==> config.mk <==
export PLATFORM = sky130hd
export DESIGN_NAME = rbst_prep
export DESIGN_NICKNAME = d
export VERILOG_FILES = /design/src/rtl/core/rbst_pkg.sv /design/src/rtl/core/rbst_prep.sv
export SDC_FILE = /design/constraint.sdc
export NUM_CORES = 1
export LEC_CHECK = 0
export ABC_AREA = 0
export BUFFER_PORTS_ARGS = -buffer_cell sky130_fd_sc_hd__buf_2
export CAP_MARGIN = 20
export CORE_AREA = 2 2 423 425
export DETAILED_ROUTE_END_ITERATION = 6
export DIE_AREA = 0 0 425 427
export PLACE_DENSITY = 0.48
export REMOVE_ABC_BUFFERS = 1
export SLEW_MARGIN = 25
export SYNTH_ARGS = -nofsm -noshare
export SYNTH_HDL_FRONTEND = slang
export SYNTH_SLANG_ARGS = --single-unit
==> constraint.sdc <==
create_clock -name clk -period 19.4 [get_ports clk]
set_input_delay 0.97 -clock clk [delete_from_list [all_inputs] [get_ports clk]]
set_output_delay 0.97 -clock clk [all_outputs]
set_load 0.01 [all_outputs]
==> src/rtl/core/rbst_pkg.sv <==
`default_nettype none
package rbst_pkg;

    localparam int AXES       = 3;
    localparam int LANES      = 2 * AXES;
    localparam int DIV_STAGES = 32;
    localparam int IN_BITS    = 12 * 32;

    localparam logic [31:0] T_LO = 32'h8000_0000;
    localparam logic [31:0] T_HI = 32'h7fff_ffff;

    // One plane distance under division: magnitude remainder, divisor, quotient.
    typedef struct packed {
        logic [48:0] rem;
        logic [31:0] den;
        logic [31:0] quo;
        logic        neg;
        logic        ovf;
    } lane_t;

    typedef struct packed {
        lane_t [LANES-1:0] lane;
        logic  [AXES-1:0]  dz;
        logic              miss;
    } div_item_t;

    typedef struct packed {
        logic [AXES-1:0][31:0] lo;
        logic [AXES-1:0][31:0] hi;
        logic                  miss;
    } slab_t;

    typedef struct packed {
        logic [31:0] entry;
        logic [31:0] exit_v;
        logic        miss;
    } span_t;

    function automatic lane_t make_lane(input logic [31:0] p, input logic [31:0] o,
                                        input logic [31:0] d);
        logic [32:0] diff;
        logic [32:0] mag;
        logic [31:0] den;
        lane_t       l;
        diff = {p[31], p} - {o[31], o};
        mag  = diff[32] ? (~diff + 33'd1) : diff;
        if (d == 32'd0)
        begin
            den = 32'd1;
        end
        else
        begin
            den = d[31] ? (~d + 32'd1) : d;
        end
        l.rem = {mag, 16'b0};
        l.den = den;
        l.quo = '0;
        l.neg = diff[32] ^ d[31];
        l.ovf = ({15'b0, mag[32:16]} >= den);
        return l;
    endfunction

    // Restoring division, one quotient bit.
    function automatic lane_t div_step(input lane_t l, input logic [4:0] sh);
        logic [63:0] part;
        logic [63:0] sub;
        lane_t       r;
        r    = l;
        part = {15'b0, l.rem} >> sh;
        sub  = {32'b0, l.den} << sh;
        if (part >= {32'b0, l.den})
        begin
            r.rem     = l.rem - sub[48:0];
            r.quo[sh] = 1'b1;
        end
        return r;
    endfunction

    // Apply sign and saturate to the signed 32-bit range.
    function automatic logic [31:0] finish_lane(input lane_t l);
        logic [31:0] t;
        if (l.ovf)
        begin
            t = l.neg ? T_LO : T_HI;
        end
        else if (l.neg)
        begin
            t = (l.quo > T_LO) ? T_LO : (~l.quo + 32'd1);
        end
        else
        begin
            t = l.quo[31] ? T_HI : l.quo;
        end
        return t;
    endfunction

endpackage
`default_nettype wire

==> src/rtl/core/rbst_prep.sv <==
`default_nettype none
module rbst_prep (
    input  wire logic                         clk,
    input  wire logic                         rst_n,
    input  wire logic                         in_valid,
    output logic                              in_ready,
    input  wire logic [rbst_pkg::IN_BITS-1:0] in_data,
    output logic                              out_valid,
    input  wire logic                         out_ready,
    output rbst_pkg::div_item_t               out_data
);

    logic                valid_reg;
    rbst_pkg::div_item_t item_reg;
    rbst_pkg::div_item_t item_next;

    always_comb
    begin
        item_next      = '0;
        item_next.miss = 1'b0;
        for (int a = 0; a < rbst_pkg::AXES; a++)
        begin
            item_next.lane[2*a]   = rbst_pkg::make_lane(in_data[(6+a)*32 +: 32],
                                                        in_data[a*32 +: 32],
                                                        in_data[(3+a)*32 +: 32]);
            item_next.lane[2*a+1] = rbst_pkg::make_lane(in_data[(9+a)*32 +: 32],
                                                        in_data[a*32 +: 32],
                                                        in_data[(3+a)*32 +: 32]);
            item_next.dz[a] = (in_data[(3+a)*32 +: 32] == 32'd0);
            // zero direction: origin must lie between the planes, either order
            if (item_next.dz[a] &&
                !((($signed(in_data[a*32 +: 32]) >= $signed(in_data[(6+a)*32 +: 32])) &&
                   ($signed(in_data[a*32 +: 32]) <= $signed(in_data[(9+a)*32 +: 32]))) ||
                  (($signed(in_data[a*32 +: 32]) >= $signed(in_data[(9+a)*32 +: 32])) &&
                   ($signed(in_data[a*32 +: 32]) <= $signed(in_data[(6+a)*32 +: 32])))))
            begin
                item_next.miss = 1'b1;
            end
        end
    end

    assign in_ready  = !valid_reg || out_ready;
    assign out_valid = valid_reg;
    assign out_data  = item_reg;

    always_ff @(posedge clk or negedge rst_n)
    begin
        if (!rst_n)
        begin
            valid_reg <= 1'b0;
        end
        else if (in_ready)
        begin
            valid_reg <= in_valid;
        end
    end

    always_ff @(posedge clk)
    begin
        if (in_ready && in_valid)
        begin
            item_reg <= item_next;
        end
    end

endmodule
`default_nettype wire

======== Yosys cells after proc, flatten, opt, wreduce, memory -nomap -nowiden ========
Cells that the tools add are included.
operators by class
  add/subtract/negate cells ............... 15
  $lt $le $gt $ge ......................... 18
  multiplexer cells ....................... 13
  bitwise logic cells ..................... 15
  reduce and logical (&&, ||, !) cells .... 22
operator list
  operator               count
  $add 33x1->33 const B  6
  $mux 33                6
  $not 33->33            6
  $sub 32x32->33         6
  $ge 17x32->1           6
  $ge 32x32->1           6
  $le 32x32->1           6
  $mux 32                6
  $add 32x1->32 const B  3
  $logic_not 32->1       3
  $not 32->32            3
  $logic_and 1x1->1      10
  $xor 1x1->1            6
  $logic_not 1->1        4
  $logic_or 1x1->1       4
  $reduce_or 2->1        1
  $mux 1                 1
storage, ports and cells
  bits in registers ....................... 311
  output and inout bits ................... 696
  logic and storage cells ................. 107

======== Logic depth before layout (Yosys ltp) ========
  depth after elaboration ................. 6
  mapped depth ............................ 28

======== Least setup slack after synthesis ========
No wires, ideal clock.
  path kind ............................... input -> register
  from .................................... input out_ready
  to ...................................... register item_reg, in the netlist out_data[0] (enable)
  setup time .............................. 0.712 ns
  arrival time ............................ 8.224 ns
  path slack .............................. 10.463 ns
  stages .................................. 2
  cell sequence ........................... nand2b_1 and2_1
on the way
  cells in the longest elaborated chain, start to end .. 2
ends and longest elaborated chain
  element                 line             source
  start: declaration      rbst_prep.sv:9   input wire logic out_ready,
  $logic_or 1x1->1        rbst_prep.sv:42  assign in_ready = !valid_reg || out_ready;
  $logic_and 1x1->1       rbst_prep.sv:60  if (in_ready && in_valid)
  end signal: assignment  rbst_prep.sv:62  item_reg <= item_next;
  end: declaration        rbst_prep.sv:14  rbst_pkg::div_item_t item_reg;
No other way between the ends.
A chain may end at the register's enable or synchronous reset.

==> metrics.txt <==
Relative slew margins=25.3%; Setup TNS Final=0 ps; worst slew pin tran=1090 ps; Post-DRT Antenna Nets=0; layout cells sized above 1=21.6%; dominant cell type by area after synthesis=edfxtp_1; footprint of the multi-input gates=20,200 um^2; Post-route DRC=0; # H-tree levels=2; dpl cells=6,682; Final Setup Violations=0; most common cell after layout, fill and taps aside=buf_2; CTS Root Cell=clkbuf_16; Starting Density=18.4%; Max IR drop VDD=0.0471 mV; die area=181,000 um^2; clock-pin transition on the worst setup and hold timing paths=60 ps; RSZ-0062 raised after global routing=no; grt ovf=0; startpoint types=input port; clock skew=16.2 ps; First-pass DRT Iterations=5; Post-Syn Area per Cell=8.77 um^2; Place WS=12,270 ps; maxcap violations=0; antenna violations before repair=21; PD cells=78.9 nW/um^2; Detail Placement HPWL=117,000 um; first-pass GRT wire length=191,000 um; Primary FF master, synth=edfxtp_1; period utilization=32.9%; number of global-route vias before repair=27,941; setup ws final=13,010 ps; Max Freq=157 MHz; worst min path class=input port to asynchronous set/reset pin; status=finished clean; CP Max Fanout=33; die width=425 um; cts bufs inserted=45; hold slack=112 ps; largest net degree at the start of global routing=62; Slew Limit Fails=0; Fill cells=19,695; commonest cells after routing, fill and taps aside=795 x buf_2, 310 x edfxtp_1, 309 x ha_1; post-cts sizing count=0; R2R setup slack=15,620 ps; core area=177,000 um^2; final hold vios=0; count of different cell masters after synthesis=90; Max clock buf depth=3; Final Util=22.0%; Arr. time, crit path=6770 ps; Syn. warnings=0; die height=427 um; Layout area overhead=20.1%; postcts setup bufs=0; leakage power=17.0 nW; Routed wire per std cell=20.3 um; GRT Total Usage=14.2%; sequential cell area=9330 um^2; post-synth top area share=28.6%; vias per inst=4.39; post-synthesis sequential area ratio=28.7%; Initial DRC Count=2,227; GP Congestion=0.936; via count=29,778; FP Rows=155; Crit. End Element=register; Post-CTS Hold Fix Bufs=0; CTS tree=done; input/output buffers=795; Synth Instances=3,713; ys async rst share=0.322%; min Tclk post-route=6390 ps; EDFF count, synth=310; Routed WL=137,000 um; CTS sink count=311; WS Path Type=input port to register; top cells by area, synth=edfxtp_1 29%, ha_1 12%, buf_4 8.9%, xnor2_1 6.8%, xor2_1 4.7%; register bit total from synthesis=311; io pins=1,084; WP data required=19,780 ps; Mapped Area=32,500 um^2; final net count=5,077; Cell Count, Final, Fillers Out=6,778; clock latency at the later pin of the worst-skew pair=640 ps
-- cell families (layout without fill, tap and decap cells) --
group           Yosys count  after routing  synth area share, %
mux                      18             18                0.580
xor+xnor                429            429                 11.5
compound gates          946            946                 18.7
fa+ha+maj               315            315                 12.2
flops                   311            311                 28.7
other cells               1            301               0.0115
simple gates            975            975                 15.5
buf+inv                 718           1128                 12.7
-- Yosys cell counts, drive strengths merged, types with 12 or more instances --
cell type  count
edfxtp       310
nor2         209
nor2b         54
xnor2        253
nand2        227
o41ai         19
a211oi        24
xor2         176
ha           309
nor3          65
a41oi         12
o21ai        191
buf          392
and3          26
clkbuf        95
or3           44
nor4          43
o21bai        29
o211ai        25
o31ai         41
inv          231
a31oi         46
nand3         73
nand2b        59
and2          28
nand4         53
a21o         114
or4           18
o21a          31
a21oi        286
or2           23
-- metrics by stage --
step	area [um^2]	total power [mW]
6_report	39100	3.09
5_1_grt	39100	3.28
4_1_cts	39100	3.13
3_5_place_dp	37500	2.21
3_3_place_gp	37500	2.21
2_1_floorplan	30400	1.75
-- flip-flops by register name (all words and copies together) (netlist names) --
register   count
out_valid      1
out_data     310
-- path summary, 6_finish.rpt --
path | end | from | cells past startpoint
worst max-delay path | out_data[349] | in_data[320] | 28
worst min register to register | out_valid | out_valid | 2
worst min-delay path | out_valid | rst_n | 1
max in group asynchronous | out_valid | rst_n | 1
worst max register to register | out_data[110] | out_valid | 5
min in group clk | out_valid | out_valid | 2
-- per-layer routing --
metal / track usage [%] / wire length (um) / vias up
met5: 0 / 0 / -
met4: 6.34 / 6050 / 0
met3: 1.84 / 7840 / 180
met2: 25.0 / 67700 / 1300
li1: - / - / 14107
met1: 17.3 / 55800 / 14191
-- critical path, stage by stage --
cell,delay [ps]
buf_2,100
inv_1,120
ha_1,180
inv_1,50
fa_1,440
a211oi_1,350
o21ai_1,260
nand4b_1,160
o211ai_1,230
a311oi_1,520
o21bai_1,120
a21oi_1,210
nand2b_1,180
a31oi_4,350
a21oi_1,380
xnor2_1,110
ha_1,300
nand2b_1,140
a21o_1,170
a21o_1,170
a21o_1,170
a21oi_1,130
nor2b_1,50
o21ai_0,150
nand2b_1,80
a21oi_1,210
nor4_1,100
o31a_2,320
-- report_power, final --
group | switching [mW] | internal, mW
logic | 0.806 | 0.478
clock network | 0.365 | 0.520
registers | 0.0425 | 0.874
-- final cells by class --
cell class,instances,share of cell area [%]
timing repair buffer,814,10.5
inverter,231,2.22
tap,2355,7.54
clock inverter,33,0.935
multi-input combinational,2971,51.8
antenna,13,0.0832
sequential,311,23.9
clock buffer,50,3.01
(Power assumes the default switching activity.)
