## src/rtl/core/rbst_pkg.sv

```systemverilog
`default_nettype none
package rbst_pkg;

    localparam int AXES       = 3;
    localparam int LANES      = 2 * AXES;
    localparam int DIV_STAGES = 32;
    localparam int IN_BITS    = 12 * 32;

    localparam logic [31:0] T_LO = 32'h8000_0000;
    localparam logic [31:0] T_HI = 32'h7fff_ffff;

    // One plane distance under division: magnitude remainder, divisor, quotient.
    typedef struct packed {
        logic [48:0] rem;
        logic [31:0] den;
        logic [31:0] quo;
        logic        neg;
        logic        ovf;
    } lane_t;

    typedef struct packed {
        lane_t [LANES-1:0] lane;
        logic  [AXES-1:0]  dz;
        logic              miss;
    } div_item_t;

    typedef struct packed {
        logic [AXES-1:0][31:0] lo;
        logic [AXES-1:0][31:0] hi;
        logic                  miss;
    } slab_t;

    typedef struct packed {
        logic [31:0] entry;
        logic [31:0] exit_v;
        logic        miss;
    } span_t;

    function automatic lane_t make_lane(input logic [31:0] p, input logic [31:0] o,
                                        input logic [31:0] d);
        logic [32:0] diff;
        logic [32:0] mag;
        logic [31:0] den;
        lane_t       l;
        diff = {p[31], p} - {o[31], o};
        mag  = diff[32] ? (~diff + 33'd1) : diff;
        if (d == 32'd0)
        begin
            den = 32'd1;
        end
        else
        begin
            den = d[31] ? (~d + 32'd1) : d;
        end
        l.rem = {mag, 16'b0};
        l.den = den;
        l.quo = '0;
        l.neg = diff[32] ^ d[31];
        l.ovf = ({15'b0, mag[32:16]} >= den);
        return l;
    endfunction

    // Restoring division, one quotient bit.
    function automatic lane_t div_step(input lane_t l, input logic [4:0] sh);
        logic [63:0] part;
        logic [63:0] sub;
        lane_t       r;
        r    = l;
        part = {15'b0, l.rem} >> sh;
        sub  = {32'b0, l.den} << sh;
        if (part >= {32'b0, l.den})
        begin
            r.rem     = l.rem - sub[48:0];
            r.quo[sh] = 1'b1;
        end
        return r;
    endfunction

    // Apply sign and saturate to the signed 32-bit range.
    function automatic logic [31:0] finish_lane(input lane_t l);
        logic [31:0] t;
        if (l.ovf)
        begin
            t = l.neg ? T_LO : T_HI;
        end
        else if (l.neg)
        begin
            t = (l.quo > T_LO) ? T_LO : (~l.quo + 32'd1);
        end
        else
        begin
            t = l.quo[31] ? T_HI : l.quo;
        end
        return t;
    endfunction

endpackage
`default_nettype wire

```

## src/rtl/core/rbst_slab.sv

```systemverilog
`default_nettype none
module rbst_slab (
    input  wire logic                clk,
    input  wire logic                rst_n,
    input  wire logic                in_valid,
    output logic                     in_ready,
    input  wire rbst_pkg::div_item_t in_data,
    output logic                     out_valid,
    input  wire logic                out_ready,
    output rbst_pkg::span_t          out_data
);

    logic            slab_valid_reg;
    rbst_pkg::slab_t slab_reg;
    rbst_pkg::slab_t slab_next;
    logic            span_valid_reg;
    rbst_pkg::span_t span_reg;
    rbst_pkg::span_t span_next;
    logic            slab_rdy;
    logic            span_rdy;

    // Sign, saturate, order the two planes of each axis; a zero-direction axis spans the full range.
    always_comb
    begin
        slab_next      = '0;
        slab_next.miss = in_data.miss;
        for (int a = 0; a < rbst_pkg::AXES; a++)
        begin
            if (in_data.dz[a])
            begin
                slab_next.lo[a] = rbst_pkg::T_LO;
                slab_next.hi[a] = rbst_pkg::T_HI;
            end
            else if ($signed(rbst_pkg::finish_lane(in_data.lane[2*a])) <
                     $signed(rbst_pkg::finish_lane(in_data.lane[2*a+1])))
            begin
                slab_next.lo[a] = rbst_pkg::finish_lane(in_data.lane[2*a]);
                slab_next.hi[a] = rbst_pkg::finish_lane(in_data.lane[2*a+1]);
            end
            else
            begin
                slab_next.lo[a] = rbst_pkg::finish_lane(in_data.lane[2*a+1]);
                slab_next.hi[a] = rbst_pkg::finish_lane(in_data.lane[2*a]);
            end
        end
    end

    // Keep the largest entry and the smallest exit.
    always_comb
    begin
        span_next.entry  = rbst_pkg::T_LO;
        span_next.exit_v = rbst_pkg::T_HI;
        span_next.miss   = slab_reg.miss;
        for (int a = 0; a < rbst_pkg::AXES; a++)
        begin
            if ($signed(slab_reg.lo[a]) > $signed(span_next.entry))
            begin
                span_next.entry = slab_reg.lo[a];
            end
            if ($signed(slab_reg.hi[a]) < $signed(span_next.exit_v))
            begin
                span_next.exit_v = slab_reg.hi[a];
            end
        end
    end

    assign span_rdy  = !span_valid_reg || out_ready;
    assign slab_rdy  = !slab_valid_reg || span_rdy;
    assign in_ready  = slab_rdy;
    assign out_valid = span_valid_reg;
    assign out_data  = span_reg;

    always_ff @(posedge clk or negedge rst_n)
    begin
        if (!rst_n)
        begin
            slab_valid_reg <= 1'b0;
            span_valid_reg <= 1'b0;
        end
        else
        begin
            if (slab_rdy)
            begin
                slab_valid_reg <= in_valid;
            end
            if (span_rdy)
            begin
                span_valid_reg <= slab_valid_reg;
            end
        end
    end

    always_ff @(posedge clk)
    begin
        if (slab_rdy && in_valid)
        begin
            slab_reg <= slab_next;
        end
        if (span_rdy && slab_valid_reg)
        begin
            span_reg <= span_next;
        end
    end

endmodule
`default_nettype wire

```

## config.mk

```make
export PLATFORM = sky130hd
export DESIGN_NAME = rbst_slab
export DESIGN_NICKNAME = d
export VERILOG_FILES = /design/src/rtl/core/rbst_pkg.sv /design/src/rtl/core/rbst_slab.sv
export SDC_FILE = /design/constraint.sdc
export NUM_CORES = 1
export LEC_CHECK = 0
export BUFFER_PORTS_ARGS = -buffer_cell sky130_fd_sc_hd__clkbuf_2
export CAP_MARGIN = 5
export CELL_PAD_IN_SITES_DETAIL_PLACEMENT = 0
export CELL_PAD_IN_SITES_GLOBAL_PLACEMENT = 1
export CORE_AREA = 3 3 293 295
export DETAILED_ROUTE_END_ITERATION = 7
export DIE_AREA = 0 0 296 298
export GPL_TIMING_DRIVEN = 0
export PLACE_DENSITY_LB_ADDON = 0.2
export RECOVER_POWER = 50
export SLEW_MARGIN = 20
export SYNTH_ARGS = -nofsm -noshare
export SYNTH_HDL_FRONTEND = slang
export SYNTH_SLANG_ARGS = --single-unit
```

## constraint.sdc

```tcl
create_clock -name clk -period 10.05 [get_ports clk]
set_input_delay 2.5125 -clock clk [delete_from_list [all_inputs] [get_ports clk]]
set_output_delay 2.5125 -clock clk [all_outputs]
set_load 0.01 [all_outputs]
```

# --- Word-level counts from Yosys, hierarchy flattened ---
# Cells that the tools add are included.
classes:
  add_sub_neg: 6
  n_lt_le_gt_ge: 15
  mux: 48
  bitwise_logic: 6
  reduce_logical: 6
op_table:
  columns: ["op", "count"]
  rows:
  - ["32-bit two-way mux", 42]
  - ["32-bit greater-than comparator (second input constant)", 7]
  - ["32-bit by 1-bit adder with 32-bit output (second input constant)", 6]
  - ["32-bit NOT", 6]
  - ["31-bit two-way mux", 6]
  - ["32-bit less-than comparator", 5]
  - ["32-bit greater-than comparator", 2]
  - ["32-bit less-than comparator (second input constant)", 1]
  - ["1-bit logical AND", 2]
  - ["1-bit zero test", 2]
  - ["1-bit logical OR", 2]
totals:
  register_bits: 260

# --- Longest topological paths before layout ---
# Gate-level depths: netlist of run 1.
depth:
  ltp_word: 8
  depth_mapped: 24
  mapped_depth_nobuf: 21

# --- Worst setup path before layout of run 1 ---
# OpenSTA, ideal clock, no wires.
synth_path:
  path_type: "input -> register"
  start: "input port out_ready"
  end: "register slab_reg[0] in the netlist's numbering (enable)"
  setup_time_ns: 0.577
  arrival_ns: 7.136
  required_ns: 9.473
  path_slack_ns: 2.337
  cell_stages: 2
  path_cell_list: "nand3b_1 and2_1"
synth_via:
  elab_chain_len: 3
synth_lines:
  columns: ["element", "line_no", "text"]
  rows:
  - ["start: declaration", "rbst_slab.sv:9", "input wire logic out_ready,"]
  - ["1-bit logical OR", "rbst_slab.sv:67", "assign span_rdy = !span_valid_reg || out_ready;"]
  - ["1-bit logical OR", "rbst_slab.sv:68", "assign slab_rdy = !slab_valid_reg || span_rdy;"]
  - ["1-bit logical AND", "rbst_slab.sv:95", "if (slab_rdy && in_valid)"]
  - ["end signal: assignment", "rbst_slab.sv:97", "slab_reg <= slab_next;"]
  - ["end: declaration", "rbst_slab.sv:14", "rbst_pkg::slab_t slab_reg;"]
# Every way passes these cells.
# A chain may end at the register's enable or synchronous reset.

# --- Final worst setup path of run 1 ---
layout_path:
  start: "input port in_data[467] in the netlist's numbering"
  end: "register slab_reg[179] in the netlist's numbering (data pin)"
layout_via:
  elab_chain_len: 8
  elab_cells_between_ends: 10
  classes_between: "add/sub: 1; order compare: 2; mux: 6; bitwise: 1"
layout_lines:
  columns: ["element", "line_no", "text"]
  rows:
  - ["start: declaration", "rbst_slab.sv:7", "input wire rbst_pkg::div_item_t in_data,"]
  - ["32-bit NOT", "rbst_pkg.sv:88", "t = (l.quo > T_LO) ? T_LO : (~l.quo + 32'd1);"]
  - ["32-bit by 1-bit adder with 32-bit output", "rbst_pkg.sv:88", null]
  - ["32-bit two-way mux", "rbst_pkg.sv:88", null]
  - ["32-bit two-way mux (*)", "rbst_pkg.sv:86", "else if (l.neg)"]
  - ["32-bit two-way mux (*)", "rbst_pkg.sv:82", "if (l.ovf)"]
  - ["32-bit two-way mux", "rbst_slab.sv:29", "if (in_data.dz[a])"]
  - ["32-bit less-than comparator", "rbst_slab.sv:34", "else if ($signed(rbst_pkg::finish_lane(in_data.lane[2*a])) <"]
  - ["32-bit two-way mux (*)", "rbst_slab.sv:34", null]
# Mark *: on every way between the ends. The rest lies on a longest branch, timed or not. The select of a mux whose other input is x is not followed.

==> results of run 1 <==
## worst max path at each step
| stage | cells past startpoint | slack (ns) | end |
|---|---|---|---|
| finish | 20 | 1.28 | slab_reg[179] |
| global route | 19 | 0.77 | slab_reg[179] |
| CTS | 20 | 1.26 | slab_reg[83] |
| detailed placement | 20 | 0.67 | slab_reg[83] |
| global placement | 3 | 0.36 | slab_reg[105] |
| floorplan | 2 | 2.34 | slab_reg[0] |
## cells by family after synthesis
family	count (synthesis)	share of synthesized area (%)
AO/OA/AOI/OAI	791	21.3
XOR/XNOR	6	0.219
adder cells (fa/ha/maj)	225	11.7
buffers and inverters	372	6.10
flip-flops	260	32.5
multiplexers	171	7.20
AND/OR/NAND/NOR	1050	21.0
## area by class of cell
type                    instances  share of cell area (%)
flip-flops and latches        260                    28.1
clock buffers                  37                    2.98
clock inverters                19                   0.951
inverters                     217                    2.93
repair buffers                274                    4.67
plain buffers                 155                    2.34
multi-input cells            2243                    53.2
well taps                    1080                    4.87
diodes                          1                 0.00901
## metal layers
metal	routed length [µm]	vias up	global-route usage, %
met1	45800	11400	30.4
li1	-	11318	-
met2	51100	724	39.7
met4	2380	0	4.99
met3	4270	93	1.65
met5	0	-	0
## critical path, cell delays in order
cell	delay [ns]
clkbuf_2	0.10
inv_1	0.10
ha_1	0.19
nor3b_1	0.56
nand4_1	0.48
o41ai_4	0.69
nor2_1	0.16
clkbuf_1	0.29
a311oi_1	0.96
ha_1	0.30
nand4_1	0.11
nor3_1	0.32
nand4_1	0.22
nor4_1	0.37
o31a_1	0.28
nor3_4	0.07
mux2i_4	0.38
clkbuf_1	0.51
nand2_1	0.12
a21oi_1	0.36
## cell usage in the layout, fill, tap and decap left out, types with 7 or more instances in the layout
master | netlist | final
ha_1 | 225 | 225
nor3_1 | 120 | 120
a31oi_1 | 51 | 51
a21oi_1 | 273 | 273
mux2i_1 | 166 | 166
nand3_1 | 49 | 49
o31ai_1 | 10 | 10
nor3b_1 | 27 | 27
a21o_1 | 37 | 37
o21bai_1 | 24 | 24
a311oi_1 | 18 | 18
and4_1 | 7 | 7
edfxtp_1 | 258 | 258
or2_2 | 13 | 13
o22a_1 | 37 | 37
and3_1 | 9 | 9
o21a_1 | 14 | 14
nand4_1 | 34 | 34
nor4_1 | 44 | 41
buf_2 | 19 | 19
nand2_1 | 213 | 213
a22oi_1 | 10 | 10
clkbuf_1 | 119 | 182
o21ai_0 | 93 | 93
nand2b_1 | 33 | 33
nor2b_1 | 22 | 22
o22ai_1 | 68 | 68
a211oi_2 | 9 | 9
inv_1 | 215 | 215
nand3b_1 | 9 | 9
clkbuf_2 | 0 | 214
clkbuf_16 | 0 | 31
buf_4 | 10 | 10
or3_1 | 33 | 33
a211oi_1 | 46 | 46
a211o_1 | 7 | 7
or4_1 | 16 | 16
nor2_1 | 393 | 393
o211ai_1 | 26 | 26
## power by group through the flow
stage | clock network (mW) | registers (mW) | logic (mW)
floorplan | 0 | 1.49 | 0.975
global placement | 0 | 1.53 | 1.62
global route | 1.27 | 1.51 | 1.78
detailed placement | 0 | 1.51 | 1.65
finish | 1.20 | 1.50 | 1.63
CTS | 1.22 | 1.49 | 1.66
## through the flow
| step | hold WS (ns) | power, mW | utilization (%) |
|---|---|---|---|
| finish | 0.426 | 4.33 | 33.3 |
| floorplan | 0.400 | 2.46 | - |
| detailed placement | 0.417 | 3.16 | 32.2 |
| CTS | 0.432 | 4.37 | 33.5 |
| global placement | 0.404 | 3.15 | 32.0 |
| global route | 0.448 | 4.56 | 33.3 |
==> flow_summary.yaml, run 1 <==
setup_path:
  r2r-end: "out_data[36]"
  crit_start: "in_data[467]"
  crit_type: "input pin to register"
  r2r_start: "slab_reg[160]"
  cp-start-kind: "input pin"
  crit_fanout: 10
  endpoint_kind: "register"
  crit_arrival_ns: 9.10
  r2r_slack_ns: 2.54
  ff2ff_path_depth: 18
  cp.required_ns: 10.38
logic_synthesis:
  ys_ff_latch: 260
  synth_area_leader_cell: "edfxtp_1"
  synth_nets: 3798
  syn_avg_cell_area_um2: 8.35
  async_flop_share_pct: 0.769
  synth_most_common_cell: "nor2_1"
  yosysSeqAreaShare_pct: 32.5
  ys_top_cells_by_count: "nor2_1, a21oi_1, edfxtp_1"
  synth_area_leaders: "edfxtp_1, ha_1, mux2i_1"
  netlist_area_um2: 24000
  yosysWarnings: 0
  ys.flop_type: "edfxtp_1"
  syn_inst: 2875
  yosysTopAreaCellShare_pct: 32.3
  synth_cell_types: 88
  synth-edff-count: 258
min_path:
  min_from: "slab_reg[0]"
  hp-class: "register to register"
  hold_depth: 0
  min_to: "out_data[0]"
floorplanning:
  die_x_um: 296
  die_h_um: 298
  initial_core_util_pct: 28.8
  rows: 106
  dieArea_um2: 88200
  core_um2: 83400
  num_io_pins: 765
pwr:
  power_frac_clock_pct: 27.7
  switching_share_pct: 37.7
  p_leak_nw: 11.3
  power.density_nw_per_um2: 156
  power_frac_comb_pct: 37.7
  p_sw_mw: 1.63
  p_int_mw: 2.69
  pwr-share-seq_pct: 34.7
  ir_drop_mv: 0.126
clock_tree:
  ctsHoldBuffers: 0
  cts_buffer_depth: 3
  numCtsBuffers: 31
  insertion_delay_ns: 0.56
  clock_tree.root_cell: "clkbuf_16"
  cts_max_level: 1
  clk_pin_slew_ns: 0.06
  tritoncts: "done"
  cts.sink_count: 260
  post_cts_buffers: 0
  post_cts_resized: 0
timing:
  timing.fmax_mhz: 114
  worst_pin_slew_ns: 3.18
  rsz0062_at_grt: "no"
  finalHoldViolCount: 0
  maxSlewHeadroom_pct: -112
  finalCritPeriodShare_pct: 87.3
  layout_min_cycle_time_ns: 8.77
  setup-tns-final_ns: 0
  fin_worst_skew_ns: 0.0107
  worst_slack_ns: 1.28
  timing.final.setup_violations: 0
  drv_slew: 268
placement:
  dpl_cell_area_um2: 26800
  preCtsSetupSlack_ns: 0.669
  place_congestion: 0.912
  hpwl_um: 86300
  dp_cells: 4229
  port-buffer-count: 270
layout:
  layout-drive-gt1-share_pct: 10.8
  area_growth_pct: 15.7
  instances_no_fill: 4286
  multi_input_area_um2: 14800
  fin_nets: 4105
  regArea_um2: 7800
  fillCellCount: 8751
  largest_register_ffs: 193
  stdcell_area_um2: 27800
routing:
  post_drt_wl_per_cell_um: 24.2
  drt-vias-per-instance: 5.49
  drc: 0
  vias: 23535
  drt_wl_total_um: 104000
  drtIter0Drc: 1760
  ant_nets: 0
  drt_first_pass_iters: 6
outcome:
  violations: "capacitance limit, slew limit"
  status: "finished, violations left"
global_route:
  grt_pass1_vias: 22393
  grt_max_degree: 58
  grt_antenna_before_repair: 1
  grt_pass1_wl_um: 150000
  grt.overflow.total: 0
  grt_usage_pct: 22.7
flow_run:
  cap_violations: 6
Note: power is estimated with default switching activity, not from simulation.
==> run 2, diff against run 1 <==
ABC_AREA = 1   (was default)
CORE_AREA = 3 3 298 300   (was 3 3 293 295)
DIE_AREA = 0 0 301 303   (was 0 0 296 298)
==> flow_summary.yaml, run 2 <==
logic_synthesis:
  netlist_area_um2: 25700
  synth_fa_ha_area_share_pct: 10.9
  syn_inst: 3862
  synth_area_leaders: "edfxtp_1, nand2_1, ha_1"
  syn_avg_cell_area_um2: 6.66
  ys_top_cells_by_count: "nand2_1, nor2_1, inv_1"
  synth_nets: 4785
  yosysWarnings: 0
  synth_cell_types: 50
  yosysSeqAreaShare_pct: 30.3
  ys_ff_latch: 260
  synth_most_common_cell: "nand2_1"
  synth_area_leader_cell: "edfxtp_1"
  synth_top_family_by_area: "simple AND/OR/NAND/NOR gates"
  synth-edff-count: 258
  async_flop_share_pct: 0.769
  synth_compound_area_share_pct: 13.9
  synthSimpleGateAreaFrac_pct: 32.1
  synth_xor_area_share_pct: 2.21
  yosysTopAreaCellShare_pct: 30.1
  ys.flop_type: "edfxtp_1"
  synth.area.mux_share_pct: 0
setup_path:
  crit_fanout: 10
  crit_family: "simple AND/OR/NAND/NOR gates"
  r2r_slack_ns: 3.73
  cp.required_ns: 10.44
  path_common_cell: "nand3_1"
  endpoint_kind: "register"
  crit_buf_inv: 4
  crit_type: "input pin to register"
  cp_slowest_cell: "clkbuf_1"
  cp-start-kind: "input pin"
  slowest_delay_ns: 0.53
  crit_arrival_ns: 7.97
layout:
  instances_no_fill: 5351
  fin_nets: 5095
  final_common_cell: "nand2_1"
  stdcell_area_um2: 29400
  utilization_pct: 34.0
  largest_register_ffs: 193
  area_growth_pct: 14.4
  mostFrequentLayoutCells: "nand2_1, nor2_1, inv_1"
  layout-drive-gt1-share_pct: 8.61
clock_tree:
  cts_max_level: 1
  numCtsBuffers: 30
  clock_tree.root_cell: "clkbuf_16"
  tritoncts: "done"
  cts_buffer_depth: 3
  post_cts_buffers: 0
  cts.sink_count: 260
  clk_pin_slew_ns: 0.06
  ctsHoldBuffers: 0
  insertion_delay_ns: 0.58
  post_cts_resized: 0
timing:
  layout_min_cycle_time_ns: 7.58
  maxSlewHeadroom_pct: -157
  rsz0062_at_grt: "no"
  timing.fmax_mhz: 132
  drv_slew: 135
  worst_pin_slew_ns: 3.86
  fin_hold_ws_ns: 0.425
  finalCritPeriodShare_pct: 75.4
  fin_worst_skew_ns: 0.0307
  worst_slack_ns: 2.47
  setup-tns-final_ns: 0
  timing.final.setup_violations: 0
  finalHoldViolCount: 0
placement:
  hpwl_um: 87800
  dp_cells: 5295
  port-buffer-count: 272
  place_congestion: 0.896
  dpl_cell_area_um2: 28700
  preCtsSetupSlack_ns: 1.95
global_route:
  grt_use_met2_pct: 37.0
  grt_use_met3_pct: 2.96
  grt_max_degree: 71
  grt_antenna_before_repair: 11
  grt_usage_pct: 22.1
  gr-max-usage-layer: "met2"
  grt.overflow.total: 0
  grtUsageMet1_pct: 29.8
  grt_pass1_wl_um: 153000
  grt_pass1_vias: 24811
flow_run:
  cap_violations: 2
pwr:
  power.density_nw_per_um2: 172
  ir_drop_mv: 0.150
  finalPower_mw: 5.06
  p_leak_nw: 13.8
floorplanning:
  initial_core_util_pct: 29.7
  die_h_um: 303
  core_um2: 86500
  dieArea_um2: 91200
  num_io_pins: 765
  die_x_um: 301
  rows: 108
routing:
  drtIter0Drc: 1956
  ant_nets: 0
  drt_first_pass_iters: 5
  drc: 0
  post_drt_wl_per_cell_um: 19.5
  drt-vias-per-instance: 4.92
  drt_wl_total_um: 104000
  vias: 26350
outcome:
  violations: "capacitance limit, slew limit"
  status: "finished, violations left"
min_path:
  hp-class: "register to register"
## run 2: changes by cell type after synthesis, sizes merged, moves of 36 or more
cell,previous run,this run
nor2,395,595
o22a,37,0
o22ai,69,0
o21ai,95,223
xor2,2,54
nand2,213,860
a211oi,55,17
inv,215,546
mux2i,167,0
nor3,123,46
a21o,37,1
nand3,50,337
## run 2: worst reg2reg max path: stages, from the launching register on
cell      delay, ns
edfxtp_1       0.39
ha_1           0.37
nand2_1        0.10
nor2_1         0.11
inv_1          0.05
nor3_1         0.16
inv_1          0.09
nor4_1         0.38
a21oi_1        0.15
xor2_1         0.17
nand2_1        0.27
clkbuf_1       0.47
o21ai_0        0.29
ha_1           0.40
nand2_1        0.08
nor2_1         0.14
nand4_1        0.14
nor4_1         0.47
nand2_1        0.17
nand3_1        0.13
xnor2_1        0.12
nand2_1        0.13
clkinv_1       0.24
clkbuf_1       0.28
o21ai_0        0.75
## run 2: routing by layer
| metal | up-vias | part of all wire (%) |
|---|---|---|
| met4 | 8 | 3.2 |
| met5 | - | 0.051 |
| met2 | 598 | 46 |
| li1 | 13446 | - |
| met1 | 12186 | 45 |
| met3 | 112 | 5.4 |
## run 2: layout make-up
class | count | area, µm²
fill | 9696 | 57100
inverter | 554 | 2080
clock inverter | 19 | 136
timing repair buffer | 278 | 1330
antenna | 2 | 5.00
clock buffer | 35 | 791
tap | 1155 | 1450
multi-input combinational | 2898 | 15200
buffer | 150 | 644
sequential | 260 | 7800
## run 2: final timing paths
check / from / end / depth (start not counted)
worst min-delay path: slab_reg[0] / out_data[0] / 0
min in group asynchronous: rst_n / slab_valid_reg / 1
worst min register to register: slab_reg[0] / out_data[0] / 0
max in group asynchronous: rst_n / out_valid / 1
worst max-delay path: in_data[351] / slab_reg[33] / 28
worst max register to register: slab_reg[160] / out_data[51] / 24
## run 2: cell families after synthesis
| group | count (synthesis) |
|---|---|
| compound gates | 647 |
| simple gates | 1961 |
| buf+inv | 704 |
| fa+ha+maj | 225 |
| flops | 260 |
| xor+xnor | 65 |
## run 2: where the power goes
group / leakage, nW / switching (mW) / internal, mW
clock: 0.448 / 0.458 / 0.587
sequential: 2.47 / 0.154 / 1.51
combinational: 10.9 / 1.67 / 0.676
total: 13.8 / 2.28 / 2.77
